==> config.mk <==
export PLATFORM = sky130hd
export DESIGN_NAME = websocket_frame_deframer
export DESIGN_NICKNAME = d
export VERILOG_FILES = /design/src/sv/wsfd_pkg.sv /design/src/sv/wsfd_parser.sv /design/src/sv/wsfd_out_queue.sv /design/src/sv/websocket_frame_deframer.sv
export SDC_FILE = /design/constraint.sdc
export NUM_CORES = 1
export LEC_CHECK = 0
export BUFFER_PORTS_ARGS = -buffer_cell sky130_fd_sc_hd__buf_2
export CAP_MARGIN = 20
export CELL_PAD_IN_SITES_DETAIL_PLACEMENT = 1
export CELL_PAD_IN_SITES_GLOBAL_PLACEMENT = 1
export CORE_AREA = 2 2 215 217
export CTS_CLUSTER_DIAMETER = 30
export DETAILED_ROUTE_END_ITERATION = 10
export DIE_AREA = 0 0 217 219
export GPL_ROUTABILITY_DRIVEN = 0
export PLACE_DENSITY_LB_ADDON = 0.1
export SLEW_MARGIN = 5
export SYNTH_ARGS = -nofsm -noshare
export SYNTH_HDL_FRONTEND = slang
export SYNTH_HIERARCHICAL = 1
export SYNTH_SLANG_ARGS = --single-unit
==> constraint.sdc <==
create_clock -name clk -period 6.2 [get_ports clk]
set_clock_uncertainty 0.15 [all_clocks]
set_input_delay 1.24 -clock clk [delete_from_list [all_inputs] [get_ports clk]]
set_output_delay 1.24 -clock clk [all_outputs]
set_load 0.005 [all_outputs]
==> src/sv/wsfd_pkg.sv <==
// Shared types and constants of the WebSocket frame deframer.
`default_nettype none

package wsfd_pkg;

    localparam int LENGTH_WIDTH = 64;
    localparam int CFG_WIDTH = 32;
    localparam int CMP_WIDTH = (LENGTH_WIDTH > CFG_WIDTH) ? LENGTH_WIDTH : CFG_WIDTH;

    localparam logic [CFG_WIDTH-1:0] MAX_PAYLOAD_RESET = 32'd16777216;

    localparam logic [6:0] LEN_EXT16 = 7'd126;
    localparam logic [6:0] LEN_EXT64 = 7'd127;
    localparam logic [3:0] EXT16_BYTES = 4'd2;
    localparam logic [3:0] EXT64_BYTES = 4'd8;
    localparam logic [3:0] MASK_KEY_BYTES = 4'd4;
    localparam logic [3:0] CONTROL_OPCODE_MIN = 4'h8;

    localparam int QUEUE_DEPTH = 3;
    localparam int QPTR_W = 2;
    localparam int QCNT_W = 2;

    typedef enum logic [1:0] {
        KIND_DATA = 2'd0,
        KIND_END  = 2'd1,
        KIND_ERR  = 2'd2
    } kind_t;

    typedef enum logic [5:0] {
        PH_HDR0    = 6'b000001,
        PH_HDR1    = 6'b000010,
        PH_EXTLEN  = 6'b000100,
        PH_MASK    = 6'b001000,
        PH_PAYLOAD = 6'b010000,
        PH_HALT    = 6'b100000
    } phase_t;

    typedef struct packed {
        kind_t       kind;
        logic [7:0]  data_byte;
        logic [3:0]  message_opcode;
        logic        end_of_message;
    } result_t;

    typedef struct packed {
        logic    valid;
        result_t res;
    } push_t;

endpackage

`default_nettype wire

==> src/sv/wsfd_parser.sv <==
// Frame parser: input byte register, header state machine and payload unmasking.
`default_nettype none

module wsfd_parser (
    input  wire logic                  clk,
    input  wire logic                  rst_n,
    input  wire logic                  cfg_wr_en,
    input  wire logic [31:0]           cfg_wr_data,
    input  wire logic                  in_accept,
    input  wire logic [7:0]            rx_byte,
    output logic                       pipe_valid,
    output wsfd_pkg::push_t            push
);

    localparam int LW = wsfd_pkg::LENGTH_WIDTH;

    wsfd_pkg::phase_t  phase_reg, phase_next;
    logic              final_reg, final_next;
    logic              masked_reg, masked_next;
    logic              first_reg, first_next;
    logic [3:0]        opcode_reg, opcode_next;
    logic [3:0]        hbl_reg, hbl_next;
    logic [LW-1:0]     rem_reg, rem_next;
    logic [31:0]       key_reg, key_next;
    logic [1:0]        idx_reg, idx_next;
    logic              ovf_reg, ovf_next;
    logic [31:0]       max_reg;
    logic              pipe_valid_reg;
    logic [7:0]        byte_reg;

    logic              do_finish;
    logic              do_begin;
    logic [LW-1:0]     fin_len;
    logic              fin_ovf;
    logic              fin_masked;
    logic [LW-1:0]     begin_len;
    logic [3:0]        hbl_dec;
    logic [LW-1:0]     ext_len;
    logic [7:0]        key_byte;
    logic              too_large;

    always_ff @(posedge clk or negedge rst_n)
    begin
        if (!rst_n)
        begin
            phase_reg      <= wsfd_pkg::PH_HDR0;
            final_reg      <= 1'b0;
            masked_reg     <= 1'b0;
            first_reg      <= 1'b1;
            opcode_reg     <= 4'd0;
            hbl_reg        <= 4'd0;
            rem_reg        <= '0;
            key_reg        <= 32'd0;
            idx_reg        <= 2'd0;
            ovf_reg        <= 1'b0;
            max_reg        <= wsfd_pkg::MAX_PAYLOAD_RESET;
            pipe_valid_reg <= 1'b0;
        end
        else
        begin
            phase_reg      <= phase_next;
            final_reg      <= final_next;
            masked_reg     <= masked_next;
            first_reg      <= first_next;
            opcode_reg     <= opcode_next;
            hbl_reg        <= hbl_next;
            rem_reg        <= rem_next;
            key_reg        <= key_next;
            idx_reg        <= idx_next;
            ovf_reg        <= ovf_next;
            pipe_valid_reg <= in_accept;
            if (cfg_wr_en)
            begin
                max_reg <= cfg_wr_data;
            end
        end
    end

    always_ff @(posedge clk)
    begin
        if (in_accept)
        begin
            byte_reg <= rx_byte;
        end
    end

    assign hbl_dec = hbl_reg - 4'd1;
    assign ext_len = {rem_reg[LW-9:0], byte_reg};

    always_comb
    begin
        case (idx_reg)
            2'd0:    key_byte = key_reg[31:24];
            2'd1:    key_byte = key_reg[23:16];
            2'd2:    key_byte = key_reg[15:8];
            default: key_byte = key_reg[7:0];
        endcase
    end

    always_comb
    begin
        phase_next  = phase_reg;
        final_next  = final_reg;
        masked_next = masked_reg;
        first_next  = first_reg;
        opcode_next = opcode_reg;
        hbl_next    = hbl_reg;
        rem_next    = rem_reg;
        key_next    = key_reg;
        idx_next    = idx_reg;
        ovf_next    = ovf_reg;
        push        = '0;
        push.res.message_opcode = opcode_reg;
        do_finish   = 1'b0;
        do_begin    = 1'b0;
        fin_len     = '0;
        fin_ovf     = 1'b0;
        fin_masked  = masked_reg;
        begin_len   = rem_reg;
        too_large   = 1'b0;

        if (pipe_valid_reg)
        begin
            unique case (phase_reg)
                wsfd_pkg::PH_HDR0:
                begin
                    final_next = byte_reg[7] ||
                                 (byte_reg[3:0] >= wsfd_pkg::CONTROL_OPCODE_MIN);
                    if (first_reg)
                    begin
                        opcode_next = byte_reg[3:0];
                        first_next  = 1'b0;
                    end
                    phase_next = wsfd_pkg::PH_HDR1;
                end
                wsfd_pkg::PH_HDR1:
                begin
                    masked_next = byte_reg[7];
                    ovf_next    = 1'b0;
                    if (byte_reg[6:0] == wsfd_pkg::LEN_EXT16 ||
                        byte_reg[6:0] == wsfd_pkg::LEN_EXT64)
                    begin
                        hbl_next   = (byte_reg[6:0] == wsfd_pkg::LEN_EXT16) ?
                                     wsfd_pkg::EXT16_BYTES : wsfd_pkg::EXT64_BYTES;
                        rem_next   = '0;
                        phase_next = wsfd_pkg::PH_EXTLEN;
                    end
                    else
                    begin
                        do_finish  = 1'b1;
                        fin_len    = LW'(byte_reg[6:0]);
                        fin_masked = byte_reg[7];
                    end
                end
                wsfd_pkg::PH_EXTLEN:
                begin
                    ovf_next = ovf_reg || (rem_reg[LW-1 -: 8] != 8'd0);
                    rem_next = ext_len;
                    hbl_next = hbl_dec;
                    if (hbl_dec == 4'd0)
                    begin
                        do_finish = 1'b1;
                        fin_len   = ext_len;
                        fin_ovf   = ovf_next;
                    end
                end
                wsfd_pkg::PH_MASK:
                begin
                    key_next = {key_reg[23:0], byte_reg};
                    hbl_next = hbl_dec;
                    if (hbl_dec == 4'd0)
                    begin
                        do_begin  = 1'b1;
                        begin_len = rem_reg;
                    end
                end
                wsfd_pkg::PH_PAYLOAD:
                begin
                    idx_next = idx_reg + 2'd1;
                    rem_next = rem_reg - LW'(1);
                    push.valid              = 1'b1;
                    push.res.kind           = wsfd_pkg::KIND_DATA;
                    push.res.data_byte      = masked_reg ? (byte_reg ^ key_byte) : byte_reg;
                    push.res.end_of_message = (rem_reg == LW'(1)) && final_reg;
                    if (rem_reg == LW'(1))
                    begin
                        phase_next = wsfd_pkg::PH_HDR0;
                        if (final_reg)
                        begin
                            first_next = 1'b1;
                        end
                    end
                end
                wsfd_pkg::PH_HALT:
                begin
                    phase_next = wsfd_pkg::PH_HALT;
                end
                default:
                begin
                    phase_next = wsfd_pkg::PH_HALT;
                end
            endcase
        end

        if (do_finish)
        begin
            too_large = fin_ovf ||
                        (wsfd_pkg::CMP_WIDTH'(fin_len) > wsfd_pkg::CMP_WIDTH'(max_reg));
            if (too_large)
            begin
                phase_next              = wsfd_pkg::PH_HALT;
                push.valid              = 1'b1;
                push.res.kind           = wsfd_pkg::KIND_ERR;
                push.res.end_of_message = 1'b1;
            end
            else
            begin
                rem_next = fin_len;
                if (fin_masked)
                begin
                    key_next   = 32'd0;
                    hbl_next   = wsfd_pkg::MASK_KEY_BYTES;
                    phase_next = wsfd_pkg::PH_MASK;
                end
                else
                begin
                    do_begin  = 1'b1;
                    begin_len = fin_len;
                end
            end
        end

        if (do_begin)
        begin
            idx_next = 2'd0;
            if (begin_len != '0)
            begin
                phase_next = wsfd_pkg::PH_PAYLOAD;
            end
            else
            begin
                phase_next = wsfd_pkg::PH_HDR0;
                if (final_reg)
                begin
                    push.valid              = 1'b1;
                    push.res.kind           = wsfd_pkg::KIND_END;
                    push.res.end_of_message = 1'b1;
                    first_next              = 1'b1;
                end
            end
        end
    end

    assign pipe_valid = pipe_valid_reg;

    // Once halted, the parser stays halted until reset.
    assert property (@(posedge clk) disable iff (!rst_n)
        phase_reg == wsfd_pkg::PH_HALT |=> phase_reg == wsfd_pkg::PH_HALT)
        else $error("parser left the halted phase");

    // An error result always halts the parser.
    assert property (@(posedge clk) disable iff (!rst_n)
        push.valid && push.res.kind == wsfd_pkg::KIND_ERR |=> phase_reg == wsfd_pkg::PH_HALT)
        else $error("error result without halt");

    // Payload results come only from the payload phase.
    assert property (@(posedge clk) disable iff (!rst_n)
        push.valid && push.res.kind == wsfd_pkg::KIND_DATA |->
            phase_reg == wsfd_pkg::PH_PAYLOAD && pipe_valid_reg)
        else $error("payload result outside the payload phase");

endmodule

`default_nettype wire

==> src/sv/wsfd_out_queue.sv <==
// Result queue between the parser and the output channel.
`default_nettype none

module wsfd_out_queue (
    input  wire logic              clk,
    input  wire logic              rst_n,
    input  wire wsfd_pkg::push_t   push,
    input  wire logic              pop,
    output wsfd_pkg::result_t      head,
    output logic                   not_empty,
    output logic [wsfd_pkg::QCNT_W-1:0] count
);

    localparam logic [wsfd_pkg::QPTR_W-1:0] LAST_PTR = wsfd_pkg::QPTR_W'(wsfd_pkg::QUEUE_DEPTH - 1);

    wsfd_pkg::result_t             entry_reg [wsfd_pkg::QUEUE_DEPTH];
    logic [wsfd_pkg::QPTR_W-1:0]   wr_ptr_reg, wr_ptr_next;
    logic [wsfd_pkg::QPTR_W-1:0]   rd_ptr_reg, rd_ptr_next;
    logic [wsfd_pkg::QCNT_W-1:0]   count_reg, count_next;
    logic                          do_pop;

    assign do_pop = pop && (count_reg != '0);

    always_comb
    begin
        wr_ptr_next = wr_ptr_reg;
        rd_ptr_next = rd_ptr_reg;
        count_next  = count_reg;
        if (push.valid)
        begin
            wr_ptr_next = (wr_ptr_reg == LAST_PTR) ? '0 : wr_ptr_reg + 1'b1;
        end
        if (do_pop)
        begin
            rd_ptr_next = (rd_ptr_reg == LAST_PTR) ? '0 : rd_ptr_reg + 1'b1;
        end
        case ({push.valid, do_pop})
            2'b10:   count_next = count_reg + 1'b1;
            2'b01:   count_next = count_reg - 1'b1;
            default: count_next = count_reg;
        endcase
    end

    always_ff @(posedge clk or negedge rst_n)
    begin
        if (!rst_n)
        begin
            wr_ptr_reg <= '0;
            rd_ptr_reg <= '0;
            count_reg  <= '0;
        end
        else
        begin
            wr_ptr_reg <= wr_ptr_next;
            rd_ptr_reg <= rd_ptr_next;
            count_reg  <= count_next;
        end
    end

    always_ff @(posedge clk)
    begin
        if (push.valid)
        begin
            entry_reg[wr_ptr_reg] <= push.res;
        end
    end

    assign head      = entry_reg[rd_ptr_reg];
    assign not_empty = (count_reg != '0);
    assign count     = count_reg;

    // The queue never holds more than its depth.
    assert property (@(posedge clk) disable iff (!rst_n)
        count_reg <= wsfd_pkg::QCNT_W'(wsfd_pkg::QUEUE_DEPTH))
        else $error("result queue count beyond depth");

    // A push into a full queue must coincide with a pop.
    assert property (@(posedge clk) disable iff (!rst_n)
        push.valid && count_reg == wsfd_pkg::QCNT_W'(wsfd_pkg::QUEUE_DEPTH) |-> do_pop)
        else $error("result queue overflow");

endmodule

`default_nettype wire

==> src/sv/websocket_frame_deframer.sv <==
// Top level of the WebSocket frame deframer.
// An accepted byte is registered, then its result is written to the result queue.
// Throughput: one byte per clock cycle, sustained while results are taken.
// A three-entry result queue decouples the output; input ready depends on registers only.
// Reset is asynchronous and active low; it returns the parser to the first header byte.
// Reset also restores the maximum frame payload register to 16 MiB.
`default_nettype none

module websocket_frame_deframer (
    input  wire logic        clk,
    input  wire logic        rst_n,
    input  wire logic        cfg_wr_en,
    input  wire logic [31:0] cfg_wr_data,
    input  wire logic        in_valid,
    output logic             in_ready,
    input  wire logic [7:0]  rx_byte,
    output logic             out_valid,
    input  wire logic        out_ready,
    output logic [1:0]       kind,
    output logic [7:0]       data_byte,
    output logic [3:0]       message_opcode,
    output logic             end_of_message
);

    wsfd_pkg::push_t                 push;
    wsfd_pkg::result_t               head;
    logic                            pipe_valid;
    logic [wsfd_pkg::QCNT_W-1:0]     count;
    logic [wsfd_pkg::QCNT_W:0]       occupancy;
    logic                            in_accept;

    // Requests in flight plus queued results must leave room for one more.
    assign occupancy = {1'b0, count} + {{wsfd_pkg::QCNT_W{1'b0}}, pipe_valid};
    assign in_ready  = occupancy < (wsfd_pkg::QCNT_W + 1)'(wsfd_pkg::QUEUE_DEPTH);
    assign in_accept = in_valid && in_ready;

    wsfd_parser u_parser (
        .clk         (clk),
        .rst_n       (rst_n),
        .cfg_wr_en   (cfg_wr_en),
        .cfg_wr_data (cfg_wr_data),
        .in_accept   (in_accept),
        .rx_byte     (rx_byte),
        .pipe_valid  (pipe_valid),
        .push        (push)
    );

    wsfd_out_queue u_out_queue (
        .clk       (clk),
        .rst_n     (rst_n),
        .push      (push),
        .pop       (out_ready),
        .head      (head),
        .not_empty (out_valid),
        .count     (count)
    );

    assign kind           = head.kind;
    assign data_byte      = head.data_byte;
    assign message_opcode = head.message_opcode;
    assign end_of_message = head.end_of_message;

endmodule

`default_nettype wire

==> results.yml <==
status:
  run_status: "completed"
worst_setup_path:
  cp_max_fo: 11
  worstPathRequired_ps: 6330
  cp_slowest_cell: "or4b_2"
  arrival_ps: 5800
  cp_cell_sequence: "nor4_1 -> buf_4 -> nand3b_1 -> or2_2 -> a21oi_2 -> and2_1 -> ha_1 -> nor2b_1 -> o211ai_1 -> a2111oi_0 -> or4b_2 -> a211oi_2 -> a32o_1 -> nand4_1 -> nand3_1 -> nand2_1 -> nor2_1 -> buf_4"
  critPathCaptureType: "flop"
  crit_type: "reg -> reg"
  slowest_delay_ps: 660
  cp-start-kind: "flop"
  reg2regPathDepth: 18
  worst_path_most_repeated_cell: "buf_4"
place:
  dpl.hpwl_um: 26700
  io_buffers: 61
sta:
  fin_crit_ps: 5680
  worstMarginPinSlew_ps: 969
  rsz0062_at_grt: "false"
  whs_ps: 366
  final-setup-viol-count: 0
  slew_viol_final: 0
  hold_viol: 0
  max_slew_margin: 0.348
  tns_ps: 0
  fmax_mhz: 176
  finalCritPeriodShare: 0.916
power:
  leakage_uw: 0.00639
  p_switching_uw: 2680
  clock_power_share: 0.458
  powerDensity_mw_per_mm2: 499
  p_sw_frac: 0.358
  combPwrFrac: 0.262
  p_seq_frac: 0.280
  peakVddDrop_mv: 0.223
  internal_power_uw: 4800
routing:
  vias_per_cell: 5.06
  vias: 10300
  drt-initial-drc-count: 558
  drc: 0
  avgRoutedWirePerCell_um: 20.2
  dr.pass1.iters: 6
  wl_um: 41000
  drtAntennaViolNets: 0
synth:
  synth.net_count: 1382
  avgSynthCellArea_um2: 9.02
  syn_inst: 1294
  syn_area_mm2: 0.0117
  synth_cell_type_count: 71
  yosys.area.top_type: "dfrtp_1"
  async_reset_ff_frac: 0.745
  yosysSeqAreaShare: 0.469
  synth_ff_type: "dfrtp_1"
  synth-edff-count: 53
  ys_warn_count: 6
  synth.top_cell.area_share: 0.326
  ys_seq_elements: 208
  synth_area_leaders: "dfrtp_1 33%, edfxtp_1 14%, nand2_1 7.0%, ha_1 4.6%, o21ai_0 4.5%"
hold_path:
  hold_depth: 2
  min_path_type: "reg -> reg"
clock_tree:
  worstSkewPairLatency_ps: 580
  cts_root_buf: "clkbuf_16"
  cts_setup_buffers: 0
  clockBufferDepth: 3
  htree_num_levels: 3
  cts_tree: "done"
  cts_buffers: 71
  cts-resized-gates: 0
  cts_hold_buffers: 0
  cts.sinks: 208
  cts.clk_slew.worst_paths_ps: 40
floorplanning:
  rows: 78
  die_area_mm2: 0.0475
  die_w_um: 217
  fp.coreArea_mm2: 0.0451
  fp.dieH_um: 219
  initial_utilization: 0.259
  num_io_pins: 62
global_routing:
  met3_usage: 0.0371
  antenna_found_initial: 0
  grt_pass1_wl_um: 65900
  grt-ovfl-total: 0
  grt_util_met1: 0.225
  grt.busiest_layer: "met2"
  grt_max_degree: 80
  grtUsageMet2: 0.304
  grt.total_usage: 0.179
  grt_pass1_vias: 11200
cells_and_area:
  drive_above_1_share: 0.167
  final_util: 0.333
  largest_reg_flops: 64
  antenna_cells: 0
  syn_to_final_growth_pct: 28.6
  finish.net_count: 1466
run:
  maxCapViolCount: 0
area by class of cell:
type,instances,area [um2]
clock buffers,89,1980
well taps,600,751
clock inverters,35,359
multi-input cells,957,5680
flip-flops and latches,208,5470
fillers,5214,30100
repair buffers,96,599
inverters,44,165
metal layers:
| layer | vias to the layer above | share of wire |
|---|---|---|
| li1 | 4860 | - |
| met1 | 5175 | 0.46 |
| met2 | 151 | 0.48 |
| met3 | 72 | 0.032 |
| met4 | 0 | 0.026 |
| met5 | - | 0 |
through the flow:
stage                     total power [uW]  cell area, um2  setup WS (ps)  cells
after floorplan                       3270           11700            278   1294
after global placement                4090           12700            634   1905
after detailed placement              4100           12700            420   1905
after CTS                             7600           15000            406   2029
after global routing                  7950           15000           62.3   2029
final                                 7480           15000            523   2029
cells in the final DEF, fill, tap and decap left out, types with 36 or more instances in the layout:
cell type,n
nand2_1,217
clkbuf_16,73
edfxtp_1,53
a21oi_1,76
o21ai_0,105
buf_2,60
inv_1,42
nor4_1,36
nor2_1,105
dfrtp_1,152
ha_1,43
power groups by stage:
stage          combinational, uW  sequential, uW  clock [uW]
6_report                    1960            2090        3430
5_1_grt                     2210            2150        3590
4_1_cts                     1990            2100        3510
3_5_place_dp                1980            2120           0
3_3_place_gp                1970            2110           0
2_1_floorplan               1390            1880           0
kinds of logic after synthesis:
family          count (synthesis)  share of synthesized area
simple gates                  531                      0.215
fa+ha+maj                      43                     0.0461
mux                            25                     0.0221
flops                         208                      0.469
buf+inv                       129                     0.0460
compound gates                314                      0.168
xor+xnor                       44                     0.0330
Yosys cell counts (all sizes together), types with 3 or more instances:
master / n
nand2: 217
nor3: 34
dfrtp: 152
and2: 33
mux2: 6
clkbuf: 64
dfstp: 3
or4: 11
xor2: 27
a21oi: 78
xnor2: 17
o22ai: 4
a31oi: 7
nor2: 108
inv: 44
nor3b: 7
and3b: 3
o21ai: 124
buf: 21
a221oi: 23
a22oi: 15
nor2b: 3
a221o: 3
nor4: 38
and3: 6
ha: 43
or3: 15
nand3b: 5
mux2i: 19
a22o: 4
nand4: 18
edfxtp: 53
a21o: 13
nand3: 22
a222oi: 20
or2: 5
o31ai: 4
path summary, 6_finish.rpt:
check                                       from                           end  slack [ps]
hold reg to reg             u_parser/max_reg[24]          u_parser/max_reg[24]         370
max in group asynchronous                  rst_n          u_parser/rem_reg[41]        4340
setup / recovery           u_parser/phase_reg[5]  u_out_queue/entry_reg[1][11]         520
hold / removal              u_parser/max_reg[24]          u_parser/max_reg[24]         370
setup reg to reg           u_parser/phase_reg[5]  u_out_queue/entry_reg[1][11]         520
min in group asynchronous                  rst_n     u_out_queue/rd_ptr_reg[1]         540
critical path, delay by kind of cell (launching register included):
kind            cells  cell delay [ps]
compound gates      5             1180
fa+ha+maj           1              230
buf+inv             2              470
flops               1              410
simple gates       10             2910
No activity file was read; power rests on OpenSTA's default activity.
